### src/rtl/core/mpet_pkg.sv
// ============================================================================
// mpet_pkg: shared constants and types for the escape-time block
// Field widths, configuration register indexes and the fixed-point format
// constants used by the top level and its arithmetic units.
// ============================================================================
package mpet_pkg;

    localparam int INT_BITS    = 4;
    localparam int COL_W       = 12;
    localparam int ROW_W       = 12;
    localparam int DIM_W       = 13;
    localparam int COUNT_W     = 16;
    localparam int INTENSITY_W = 11;
    localparam int CFG_INDEX_W = 2;
    localparam int CFG_DATA_W  = 16;

    localparam int DIV_W       = 16;
    localparam int MAP_NUM_W   = 15;
    localparam int INT_NUM_W   = 27;

    localparam int RE_SCALE        = 7;
    localparam int IM_SCALE        = 5;
    localparam int INTENSITY_SCALE = 2040;

    localparam logic [DIM_W-1:0]   WIDTH_RESET  = 13'd640;
    localparam logic [DIM_W-1:0]   HEIGHT_RESET = 13'd480;
    localparam logic [COUNT_W-1:0] MAX_IT_RESET = 16'd256;

    typedef enum logic [CFG_INDEX_W-1:0] {
        CFG_IMAGE_WIDTH    = 2'd0,
        CFG_IMAGE_HEIGHT   = 2'd1,
        CFG_MAX_ITERATIONS = 2'd2
    } t_cfg_index;

endpackage

### src/rtl/core/mpet_fxmul.sv
// ============================================================================
// mpet_fxmul: shared signed fixed-point multiplier
// Multiplies magnitudes digit by digit, truncates toward zero to the fraction
// bits and saturates to the signed coordinate range.
// ============================================================================
module mpet_fxmul #(
    parameter int W = 32
) (
    input  logic         i_clk,
    input  logic         i_rst_n,
    input  logic         i_start,
    input  logic [W-1:0] i_a,
    input  logic [W-1:0] i_b,
    output logic         o_done,
    output logic [W-1:0] o_p
);
    import mpet_pkg::*;

    localparam int F   = W - INT_BITS;
    localparam int ND  = (W > 32) ? 2 : 1;
    localparam int DG  = (W + ND - 1) / ND;
    localparam int MW  = ND * DG;
    localparam int PW  = 2 * MW;
    localparam int IW  = (ND > 1) ? $clog2(ND) : 1;
    localparam int SHW = PW - F;

    logic [MW-1:0]   r_ua, r_ub;
    logic            r_neg;
    logic [PW-1:0]   r_acc;
    logic [IW-1:0]   r_i, r_j;
    logic            r_acc_on, r_sat_on, r_done;
    logic [W-1:0]    r_p;

    logic [W-1:0]    mag_a, mag_b;
    logic [DG-1:0]   dig_a, dig_b;
    logic [2*DG-1:0] pp;
    logic [PW-1:0]   pp_shifted;
    logic            last;
    logic [SHW-1:0]  mag_sh, limit, mag_sel;
    logic [W-1:0]    res;

    assign mag_a = i_a[W-1] ? (~i_a + W'(1)) : i_a;
    assign mag_b = i_b[W-1] ? (~i_b + W'(1)) : i_b;

    assign dig_a      = r_ua[r_i*DG +: DG];
    assign dig_b      = r_ub[r_j*DG +: DG];
    assign pp         = dig_a * dig_b;
    assign pp_shifted = PW'(pp) << (DG * (int'(r_i) + int'(r_j)));
    assign last       = (r_i == IW'(ND - 1)) && (r_j == IW'(ND - 1));

    assign mag_sh  = r_acc[PW-1:F];
    assign limit   = r_neg ? (SHW'(1) << (W - 1)) : ((SHW'(1) << (W - 1)) - SHW'(1));
    assign mag_sel = (mag_sh > limit) ? limit : mag_sh;
    assign res     = r_neg ? (W'(0) - mag_sel[W-1:0]) : mag_sel[W-1:0];

    always_ff @(posedge i_clk) begin
        if (!i_rst_n) begin
            r_acc_on <= 1'b0;
            r_sat_on <= 1'b0;
            r_done   <= 1'b0;
        end else begin
            r_done   <= r_sat_on;
            r_sat_on <= r_acc_on && last;
            if (i_start) begin
                r_acc_on <= 1'b1;
            end else if (r_acc_on && last) begin
                r_acc_on <= 1'b0;
            end
        end
    end

    always_ff @(posedge i_clk) begin
        if (i_start) begin
            r_ua  <= MW'(mag_a);
            r_ub  <= MW'(mag_b);
            r_neg <= i_a[W-1] ^ i_b[W-1];
            r_acc <= '0;
            r_i   <= '0;
            r_j   <= '0;
        end else if (r_acc_on) begin
            r_acc <= r_acc + pp_shifted;
            if (!last) begin
                if (r_j == IW'(ND - 1)) begin
                    r_j <= '0;
                    r_i <= r_i + IW'(1);
                end else begin
                    r_j <= r_j + IW'(1);
                end
            end
        end
        if (r_sat_on) begin
            r_p <= res;
        end
    end

    assign o_done = r_done;
    assign o_p    = r_p;

endmodule

### src/rtl/core/mpet_div.sv
// ============================================================================
// mpet_div: shared restoring divider
// Long division of a left-aligned dividend, one quotient bit per cycle, with
// the quotient saturated to its register width.
// ============================================================================
module mpet_div #(
    parameter int QW = 31,
    parameter int NW = 42
) (
    input  logic                       i_clk,
    input  logic                       i_rst_n,
    input  logic                       i_start,
    input  logic [NW-1:0]              i_num,
    input  logic [$clog2(NW+1)-1:0]    i_steps,
    input  logic [mpet_pkg::DIV_W-1:0] i_den,
    output logic                       o_done,
    output logic [QW-1:0]              o_quot
);
    import mpet_pkg::*;

    localparam int SW = $clog2(NW + 1);

    logic [NW-1:0]    r_num;
    logic [DIV_W-1:0] r_den, r_rem;
    logic [QW-1:0]    r_q;
    logic             r_ovf;
    logic [SW-1:0]    r_left;
    logic             r_busy, r_done;

    logic [DIV_W:0]   trial, diff;
    logic             ge;
    logic [DIV_W-1:0] rem_n;
    logic             last;

    assign trial = {r_rem, r_num[NW-1]};
    assign diff  = trial - {1'b0, r_den};
    assign ge    = trial >= {1'b0, r_den};
    assign rem_n = ge ? diff[DIV_W-1:0] : trial[DIV_W-1:0];
    assign last  = r_left == SW'(1);

    always_ff @(posedge i_clk) begin
        if (!i_rst_n) begin
            r_busy <= 1'b0;
            r_done <= 1'b0;
        end else begin
            r_done <= r_busy && last;
            if (i_start) begin
                r_busy <= 1'b1;
            end else if (r_busy && last) begin
                r_busy <= 1'b0;
            end
        end
    end

    always_ff @(posedge i_clk) begin
        if (i_start) begin
            r_num  <= i_num;
            r_den  <= i_den;
            r_rem  <= '0;
            r_q    <= '0;
            r_ovf  <= 1'b0;
            r_left <= i_steps;
        end else if (r_busy) begin
            r_num  <= r_num << 1;
            r_rem  <= rem_n;
            r_q    <= {r_q[QW-2:0], ge};
            r_ovf  <= r_ovf | r_q[QW-1];
            r_left <= r_left - SW'(1);
        end
    end

    assign o_done = r_done;
    assign o_quot = r_ovf ? {QW{1'b1}} : r_q;

endmodule

### src/rtl/core/mandelbrot_pixel_escape_time.sv
// ============================================================================
// mandelbrot_pixel_escape_time: escape-time count for one pixel
// Maps a pixel to a point c, iterates z = z*z + c in signed fixed point and
// returns the iteration count and a scaled intensity.
//
// Channel   Direction  Handshake           Payload
// pixel     in         i_valid / o_ready   i_pixel_column, i_pixel_row
// result    out        o_valid / i_ready   o_iteration_count, o_intensity
// config    in         i_cfg_we            i_cfg_index, i_cfg_data
//
// Each iteration uses up to three products on the shared multiplier, and each
// transaction also takes two mapping divisions and one intensity division on
// the shared divider. Above 32 coordinate bits each product is built from two
// digits per operand.
// Reset is synchronous and restores the register defaults.
// A waiting result does not block the next pixel until its own result is due.
// ============================================================================
module mandelbrot_pixel_escape_time #(
    parameter int COORD_WIDTH   = 32,
    parameter int MAX_DIMENSION = 4096
) (
    input  logic                             i_clk,
    input  logic                             i_rst_n,
    input  logic                             i_valid,
    output logic                             o_ready,
    input  logic [mpet_pkg::COL_W-1:0]       i_pixel_column,
    input  logic [mpet_pkg::ROW_W-1:0]       i_pixel_row,
    output logic                             o_valid,
    input  logic                             i_ready,
    output logic [mpet_pkg::COUNT_W-1:0]     o_iteration_count,
    output logic [mpet_pkg::INTENSITY_W-1:0] o_intensity,
    input  logic                             i_cfg_we,
    input  logic [mpet_pkg::CFG_INDEX_W-1:0] i_cfg_index,
    input  logic [mpet_pkg::CFG_DATA_W-1:0]  i_cfg_data
);
    import mpet_pkg::*;

    localparam int W   = COORD_WIDTH;
    localparam int F   = W - INT_BITS;
    localparam int NDV = MAP_NUM_W + F - 1;
    localparam int SW  = $clog2(NDV + 1);

    localparam logic [W-1:0] POS_MAX  = {1'b0, {(W-1){1'b1}}};
    localparam logic [W-1:0] NEG_MIN  = {1'b1, {(W-1){1'b0}}};
    localparam logic [W-1:0] RE_OFS   = W'(5) << (F - 1);
    localparam logic [W-1:0] IM_OFS   = W'(5) << (F - 2);
    localparam logic [W:0]   ESC_BND  = (W+1)'(1) << (W - 2);

    typedef enum logic [7:0] {
        S_IDLE    = 8'b00000001,
        S_DIV_RE  = 8'b00000010,
        S_DIV_IM  = 8'b00000100,
        S_SQ_A    = 8'b00001000,
        S_SQ_B    = 8'b00010000,
        S_CROSS   = 8'b00100000,
        S_DIV_INT = 8'b01000000,
        S_FINISH  = 8'b10000000
    } t_state;

    t_state                 r_state, n_state;
    logic                   r_first;
    logic [DIM_W-1:0]       r_width, r_height;
    logic [COUNT_W-1:0]     r_max;
    logic [COL_W-1:0]       r_col;
    logic [ROW_W-1:0]       r_row;
    logic [W-1:0]           r_ca, r_cb, r_za, r_zb, r_sa, r_dif;
    logic [COUNT_W-1:0]     r_count;
    logic                   r_o_valid;
    logic [COUNT_W-1:0]     r_o_count;
    logic [INTENSITY_W-1:0] r_o_intensity;

    logic                   accept, finish, stop;
    logic                   mul_start, mul_done;
    logic [W-1:0]           mul_a, mul_b, mul_p;
    logic                   div_start, div_done;
    logic [NDV-1:0]         div_num;
    logic [SW-1:0]          div_steps;
    logic [DIV_W-1:0]       div_den;
    logic [W-2:0]           div_quot;
    logic [MAP_NUM_W-1:0]   re_num, im_num;
    logic [INT_NUM_W-1:0]   int_num;
    logic [W-1:0]           quot_ext, dbl;
    logic [W:0]             sq_sum, sum_a, sum_b;

    function automatic logic [DIV_W-1:0] f_dim_div(input logic [DIM_W-1:0] dim);
        logic [31:0] d;
        d = 32'(dim);
        if (d < 32'd2) begin
            d = 32'd2;
        end
        if (d > 32'(MAX_DIMENSION)) begin
            d = 32'(MAX_DIMENSION);
        end
        return DIV_W'(d - 32'd1);
    endfunction

    function automatic logic [W-1:0] f_sat(input logic [W:0] x);
        if (x[W] != x[W-1]) begin
            return x[W] ? NEG_MIN : POS_MAX;
        end
        return x[W-1:0];
    endfunction

    assign accept = i_valid && o_ready;
    assign finish = (r_state == S_FINISH) && (!r_o_valid || i_ready);

    // Shared multiplier
    assign mul_start = r_first && ((r_state == S_SQ_A) || (r_state == S_SQ_B) ||
                                   (r_state == S_CROSS));
    assign mul_a     = (r_state == S_SQ_B) ? r_zb : r_za;
    assign mul_b     = (r_state == S_SQ_A) ? r_za : r_zb;

    mpet_fxmul #(
        .W (W)
    ) u_mul (
        .i_clk   (i_clk),
        .i_rst_n (i_rst_n),
        .i_start (mul_start),
        .i_a     (mul_a),
        .i_b     (mul_b),
        .o_done  (mul_done),
        .o_p     (mul_p)
    );

    // Shared divider
    assign re_num  = MAP_NUM_W'(r_col) * MAP_NUM_W'(RE_SCALE);
    assign im_num  = MAP_NUM_W'(r_row) * MAP_NUM_W'(IM_SCALE);
    assign int_num = INT_NUM_W'(r_count) * INT_NUM_W'(INTENSITY_SCALE);

    assign div_start = r_first && ((r_state == S_DIV_RE) || (r_state == S_DIV_IM) ||
                                   (r_state == S_DIV_INT));

    always_comb begin
        case (r_state)
            S_DIV_RE: begin
                div_num   = {re_num, {(F-1){1'b0}}};
                div_steps = SW'(NDV);
                div_den   = f_dim_div(r_width);
            end
            S_DIV_IM: begin
                div_num   = {im_num, {(F-1){1'b0}}};
                div_steps = SW'(NDV);
                div_den   = f_dim_div(r_height);
            end
            default: begin
                div_num   = {int_num, {(NDV-INT_NUM_W){1'b0}}};
                div_steps = SW'(INT_NUM_W);
                div_den   = r_max;
            end
        endcase
    end

    mpet_div #(
        .QW (W - 1),
        .NW (NDV)
    ) u_div (
        .i_clk   (i_clk),
        .i_rst_n (i_rst_n),
        .i_start (div_start),
        .i_num   (div_num),
        .i_steps (div_steps),
        .i_den   (div_den),
        .o_done  (div_done),
        .o_quot  (div_quot)
    );

    // Iteration datapath
    assign quot_ext = {1'b0, div_quot};
    assign sq_sum   = {1'b0, r_sa} + {1'b0, mul_p};
    assign stop     = (r_count >= r_max) || (sq_sum >= ESC_BND);
    assign dbl      = (mul_p[W-1] != mul_p[W-2]) ? (mul_p[W-1] ? NEG_MIN : POS_MAX)
                                                 : {mul_p[W-2:0], 1'b0};
    assign sum_b    = {dbl[W-1], dbl} + {r_cb[W-1], r_cb};
    assign sum_a    = {r_dif[W-1], r_dif} + {r_ca[W-1], r_ca};

    always_comb begin
        n_state = r_state;
        case (r_state)
            S_IDLE: begin
                if (i_valid) begin
                    n_state = S_DIV_RE;
                end
            end
            S_DIV_RE: begin
                if (div_done) begin
                    n_state = S_DIV_IM;
                end
            end
            S_DIV_IM: begin
                if (div_done) begin
                    n_state = S_SQ_A;
                end
            end
            S_SQ_A: begin
                if (mul_done) begin
                    n_state = S_SQ_B;
                end
            end
            S_SQ_B: begin
                if (mul_done) begin
                    n_state = stop ? S_DIV_INT : S_CROSS;
                end
            end
            S_CROSS: begin
                if (mul_done) begin
                    n_state = S_SQ_A;
                end
            end
            S_DIV_INT: begin
                if (div_done) begin
                    n_state = S_FINISH;
                end
            end
            S_FINISH: begin
                if (!r_o_valid || i_ready) begin
                    n_state = S_IDLE;
                end
            end
            default: begin
                n_state = S_IDLE;
            end
        endcase
    end

    always_ff @(posedge i_clk) begin
        if (!i_rst_n) begin
            r_state   <= S_IDLE;
            r_first   <= 1'b0;
            r_o_valid <= 1'b0;
            r_width   <= WIDTH_RESET;
            r_height  <= HEIGHT_RESET;
            r_max     <= MAX_IT_RESET;
        end else begin
            r_state <= n_state;
            r_first <= n_state != r_state;
            if (finish) begin
                r_o_valid <= 1'b1;
            end else if (i_ready) begin
                r_o_valid <= 1'b0;
            end
            if (i_cfg_we) begin
                case (i_cfg_index)
                    CFG_IMAGE_WIDTH:    r_width  <= i_cfg_data[DIM_W-1:0];
                    CFG_IMAGE_HEIGHT:   r_height <= i_cfg_data[DIM_W-1:0];
                    CFG_MAX_ITERATIONS: r_max    <= i_cfg_data[COUNT_W-1:0];
                    default: begin
                    end
                endcase
            end
        end
    end

    always_ff @(posedge i_clk) begin
        if (accept) begin
            r_col <= i_pixel_column;
            r_row <= i_pixel_row;
        end
        if ((r_state == S_DIV_RE) && div_done) begin
            r_ca <= quot_ext - RE_OFS;
        end
        if ((r_state == S_DIV_IM) && div_done) begin
            r_cb    <= IM_OFS - quot_ext;
            r_za    <= '0;
            r_zb    <= '0;
            r_count <= '0;
        end
        if ((r_state == S_SQ_A) && mul_done) begin
            r_sa <= mul_p;
        end
        if ((r_state == S_SQ_B) && mul_done) begin
            r_dif <= r_sa - mul_p;
        end
        if ((r_state == S_CROSS) && mul_done) begin
            r_za    <= f_sat(sum_a);
            r_zb    <= f_sat(sum_b);
            r_count <= r_count + COUNT_W'(1);
        end
        if (finish) begin
            r_o_count     <= r_count;
            r_o_intensity <= (r_max == '0) ? '0 : div_quot[INTENSITY_W-1:0];
        end
    end

    assign o_ready           = r_state == S_IDLE;
    assign o_valid           = r_o_valid;
    assign o_iteration_count = r_o_count;
    assign o_intensity       = r_o_intensity;

    // The multiplier reports a product only while a product state waits for it.
    a_mul_done_in_mul_state: assert property (@(posedge i_clk)
        mul_done |-> ((r_state == S_SQ_A) || (r_state == S_SQ_B) || (r_state == S_CROSS)))
        else $error("multiplier result outside a product state");

    // The divider reports a quotient only while a division state waits for it.
    a_div_done_in_div_state: assert property (@(posedge i_clk)
        div_done |-> ((r_state == S_DIV_RE) || (r_state == S_DIV_IM) ||
                      (r_state == S_DIV_INT)))
        else $error("divider result outside a division state");

    // An accepted transaction launches the real-axis division in the next cycle.
    a_accept_starts_div: assert property (@(posedge i_clk)
        (i_rst_n && i_valid && o_ready) |=> ((r_state == S_DIV_RE) && r_first))
        else $error("accepted pixel did not start the mapping division");

    // A new result appears only when the sequencer finishes a pixel.
    a_result_from_finish: assert property (@(posedge i_clk)
        $rose(o_valid) |-> $past(r_state == S_FINISH))
        else $error("result raised outside the finish state");

endmodule
### config.mk
export PLATFORM = sky130hd
export DESIGN_NAME = mandelbrot_pixel_escape_time
export DESIGN_NICKNAME = d
export VERILOG_FILES = /design/src/rtl/core/mpet_pkg.sv /design/src/rtl/core/mpet_fxmul.sv /design/src/rtl/core/mpet_div.sv /design/src/rtl/core/mandelbrot_pixel_escape_time.sv
export SDC_FILE = /design/constraint.sdc
export NUM_CORES = 2
export LEC_CHECK = 0
export BUFFER_PORTS_ARGS = -buffer_cell sky130_fd_sc_hd__buf_2
export CELL_PAD_IN_SITES_DETAIL_PLACEMENT = 0
export CELL_PAD_IN_SITES_GLOBAL_PLACEMENT = 1
export CORE_MARGIN = 2
export CORE_UTILIZATION = 47
export CTS_CLUSTER_DIAMETER = 120
export DETAILED_ROUTE_END_ITERATION = 8
export PLACE_DENSITY_LB_ADDON = 0.1
export SYNTH_ARGS = -nofsm -noshare
export SYNTH_HDL_FRONTEND = slang
export SYNTH_HIERARCHICAL = 1
export SYNTH_SLANG_ARGS = --single-unit
### constraint.sdc
create_clock -name i_clk -period 10.84 [get_ports i_clk]
set_clock_uncertainty 0.2 [all_clocks]
set_input_delay 1.626 -clock i_clk [delete_from_list [all_inputs] [get_ports i_clk]]
set_output_delay 1.626 -clock i_clk [all_outputs]
set_load 0.02 [all_outputs]
Yosys cells after proc, flatten, opt, wreduce, memory -nomap -nowiden:

Index checks and enable logic that the tools add are counted.

* input bits: 47
* bits in registers: 591

* eq/ne operators: 15
* bitwise logic cells: 7
* order comparisons: 8
* multiply operators: 4
* shifts and indexed selects: 3
* add/subtract/negate cells: 18
* reductions and logical operators: 32
* muxes and demuxes: 58

Operator list (number)
* $mux 32: 18
* $mux 16: 7
* $add 32x32->33: 3
* $mux 31: 3
* $mux 42: 2
* $pmux 42 s2: 1
* $add 32x1->32 const B: 2
* $add 64x64->64: 1
* $gt 32x13->1 const B: 2
* $mul 32x32->64: 1
* $mux 8: 8
* $not 32->32: 2
* $pmux 8 s8: 1
* $shiftx 32x7->32: 2
* $shl 64x32->64: 1
* $gt 36x32->1: 1
* $ge 33x31->1 const B: 1
* $pmux 16 s2: 1
* $sub 1x32->32 const A: 1
* $sub 16x1->16 const B: 2
* $sub 29x31->32 const A: 1
* $sub 31x30->32 const B: 1
* $sub 32x32->32: 1
* $mul 12x3->15 const B: 2
* 38 further kinds: 80

Depth between registers and ports, before layout:

* depth in word-level cells: 8
* mapped depth: 43
* depth with buffers taken out: 38

By module:

The synthesis kept the hierarchy.

Modules (own cells, without submodules)
* mpet_fxmul: cells each 5110, instances 1, area each 45738.9 um^2
* mandelbrot_pixel_escape_time: cells each 2484, instances 1, area each 23697.7 um^2
* mpet_div: cells each 529, instances 1, area each 5669.2 um^2

Least setup slack after synthesis:

No wires, ideal clock.

* kind: register to register
* start point: register u_mul.r_i
* end point: register u_mul.r_acc[63]
* setup time: 121 ps
* stages on the path, launching flop included: 38
* data arrival time: 10171 ps
* path slack: 348 ps
* path buffers: 4
* path through: dfxtp_1 -> clkbuf_1 -> clkbuf_1 -> nor2b_1 -> clkbuf_1 -> and2_1 -> fa_1 -> fa_1 -> fa_1 -> inv_1 -> fa_1 -> inv_1 -> fa_1 -> fa_1 -> fa_1 -> fa_1 -> ha_1 -> a21o_1 -> [2 not listed] -> o41ai_1 -> a21oi_1 -> a41oi_1 -> o21ai_0 -> a41oi_1 -> xor2_1 -> o21ai_0 -> ha_1 -> clkbuf_1 -> o21ai_0 -> a22oi_1 -> or4_1 -> o31ai_1 -> o41a_1 -> a41o_1 -> and3_1 -> o21a_1 -> mux2_2

* longest elaborated chain between the ends: 4

Ends and longest elaborated chain
* start: declaration: RTL line mpet_fxmul.sv:30 `logic [IW-1:0] r_i, r_j;`
* start signal: assignment: RTL line mpet_fxmul.sv:85 `r_i <= r_i + IW'(1);`
* $shiftx 32x7->32: RTL line mpet_fxmul.sv:45 `assign dig_a = r_ua[r_i*DG +: DG];`
* $mul 32x32->64: RTL line mpet_fxmul.sv:47 `assign pp = dig_a * dig_b;`
* $shl 64x32->64 (*): RTL line mpet_fxmul.sv:48 `assign pp_shifted = PW'(pp) << (DG * (int'(r_i) + int'(r_j)));`
* $add 64x64->64 (*): RTL line mpet_fxmul.sv:81 `r_acc <= r_acc + pp_shifted;`
* end signal: assignment: RTL line mpet_fxmul.sv:81
* end: declaration: RTL line mpet_fxmul.sv:29 `logic [PW-1:0] r_acc;`

Mark *: on every way between the ends. The rest lies on a longest branch, timed or not.
A chain may end at the register's enable or synchronous reset.

Worst setup path after layout:

Same ends and word-level chain as after synthesis.

==> out/metrics.cfg <==
[setup_path]
timing.rr.end = u_mul/r_acc[63]$_SDFFE_PP0P_
worstPathArrival_ns = 10.89
rrSetupSlack_ns = 0.27
r2r_start = u_mul/r_i$_SDFFE_PP0P_
startpoint = u_mul/r_i$_SDFFE_PP0P_
start_kind = flip-flop
cp_slowest_cell = fa_1
worstPathMaxFanout = 8
r2r_cells = 39
path_common_cell = fa_1
required_ns = 11.16
endpoint_kind = flip-flop
crit_path_max_incr_delay_ns = 0.57
path_class = reg -> reg
critPathCapture = u_mul/r_acc[63]$_SDFFE_PP0P_

[yosys]
syn_area_um2 = 75100
synthCells = 8123
synthArstFlopShare = 0
yosys.cell_count.top_type = inv_1
synth-seq-cells = 590
synth_edf_count = 420
syn_avg_cell_area_um2 = 9.25
yosys.area.top_type_share = 0.263
yosys-top-cells-count = inv_1 (1,110), nand2_1 (999), fa_1 (985)
ys_top_cells_by_area = fa_1 (26%), edfxtp_1 (17%), ha_1 (10%)
ys_warn_count = 6
synth_flop_cell = edfxtp_1
ys_seq_area_frac = 0.213
yosysTopAreaCell = fa_1
synth.distinct_cells = 93

[cts]
cts-hold-fix-buffers = 0
cts_buffers = 68
clock-sinks = 590
cts_buffer_depth = 3
cts_root_buffer = clkbuf_16
cts_tree = yes
worstSkewPairLatency_ns = 0.64
htree_levels = 3
path_clk_slew_ns = 0.06

[timing]
max_clock_freq_ghz = 0.0946
relSlewSlack = 0.134
period_minus_slack_ns = 10.57
slew_viol_final = 0
rsz0062_at_grt = true
fin_tns_setup_ns = 0
hold_viol_final = 0
finalSetupViolCount = 0
fin_crit_sh = 0.975
worst_pin_slew_ns = 1.29

[min_path]
hold_path_class = reg -> reg

[detailed_routing]
wl_per_cell_um = 20.5
via_per_inst = 5.49
first_pass_iters = 6
vias = 57300
drtIter0Drc = 3455
final_antenna_net_count = 0
routed_wl_mm = 214
drc_errors = 0

[placement]
gp_congestion = 0.957
port-buffer-count = 75
hpwl_mm = 175

[floorplan]
rows = 146
ioPinCount = 76
fp.dieW_um = 404
coreArea_um2 = 159000
die_area_um2 = 163000
dieHeight_um = 404
start_util = 0.474

[final_layout]
fill_cells = 14800
final_layout_size_suffix_gt1_frac = 0.0995
largest_register_ff_count = 64
top_register = u_mul/r_acc
nets = 9962
antenna_cells = 0
largestRegisters = u_mul/r_acc (64), u_div/r_num (42)
syn_to_final_growth_pct = 10.8

[global_routing]
grtUsageTotal = 0.265
grt_pass1_wl_mm = 340
grt_max_degree = 86
grt-ovfl-total = 0
grt_antenna_before_repair = 1
grt_pass1_vias = 59400

[flow_run]
max_cap_violations = 0

[outcome]
status = finished clean

==> critical path: cells and delay by family, from the launching register on <==
kind            cells  cell delay (ns)
buf+inv             9             1.06
simple gates        6             1.24
mux                 1             0.32
compound gates     13             2.59
fa+ha+maj          10             4.57
flops               1             0.48
==> through the flow <==
stage | setup WS, ns | utilization | hold WS (ns) | area, um^2 | std cells
finish | 0.268 | 0.525 | 0.281 | 83200 | 10400
global route | -0.0676 | 0.525 | 0.312 | 83200 | 10400
CTS | 0.0270 | 0.522 | 0.282 | 82800 | 10400
detailed placement | -0.154 | 0.506 | 0.274 | 80300 | 10300
global placement | -0.154 | 0.506 | 0.268 | 80300 | 10300
floorplan | 0.348 | - | 0.250 | 75200 | 8142
==> cells by family after synthesis <==
kind of cell / synth area share
AOI/OAI and AO/OA: 0.118
xor gates and xnor gates: 0.0380
adders and majority gates: 0.366
buffers and inverters: 0.0754
DFF: 0.213
muxes: 0.0186
other: 0.000100
and+or+nand+nor: 0.171
==> metal layers <==
layer  wire length (um)  GRT usage
met5                  0          0
met4               5460     0.0681
met3               7910     0.0189
met2             103000      0.449
met1              97600      0.370
==> what timing repair did <==
| item | 4_1_cts | 5_1_grt |
|---|---|---|
| resized for setup | 10 | 84 |
| endpoints found under the setup margin | 2 | 21 |
| buffers inserted | 4 | 9 |
| pin swaps | 0 | 18 |
| gates cloned | 0 | 2 |
==> layout make-up <==
type                    count  area (um^2)  share of cell area
multi-input cells        6048        54000               0.649
flip-flops and latches    590        16000               0.192
inverters                1111         4170              0.0501
repair buffers            491         4130              0.0496
well taps                2072         2590              0.0311
clock buffers              85         1890              0.0227
clock inverters            36          458             0.00550
==> how the worst min path moves through the flow <==
stage,start,to,slack (ns),cells after the start
2_1_floorplan,u_mul/r_acc[26]$_SDFFE_PP0P_,u_mul/r_acc[26]$_SDFFE_PP0P_,0.25,2
3_3_place_gp,r_max[14]$_SDFFE_PN0P_,r_max[14]$_SDFFE_PN0P_,0.27,2
3_5_place_dp,r_max[14]$_SDFFE_PN0P_,r_max[14]$_SDFFE_PN0P_,0.27,2
4_1_cts,r_max[14]$_SDFFE_PN0P_,r_max[14]$_SDFFE_PN0P_,0.28,2
5_1_grt,r_max[4]$_SDFFE_PN0P_,r_max[4]$_SDFFE_PN0P_,0.31,2
6_report,r_max[14]$_SDFFE_PN0P_,r_max[14]$_SDFFE_PN0P_,0.28,2
==> layout by cell type, fill, tap and decap left out, drive strengths merged, types with 44 or more instances in the layout <==
cell type and count:
nand4 49, nand3 96, edfxtp 420, fa 985, a21oi 361, o21bai 45
a31oi 53, nor3 89, inv 1113, o21a 46, nor2b 79, clkbuf 87
or2 54, a21boi 55, a21o 151, mux2i 90, xor2 108, ha 620
and2 617, o31ai 54, nand2 999, o21ai 293, dfxtp 170, nor2 365
mux2 44, buf 489, a211oi 44, xnor2 218, nand2b 58
Power is left out: the tool's default activity adds up to more than one toggle a clock period on the data nets, which glitch-free logic cannot reach.
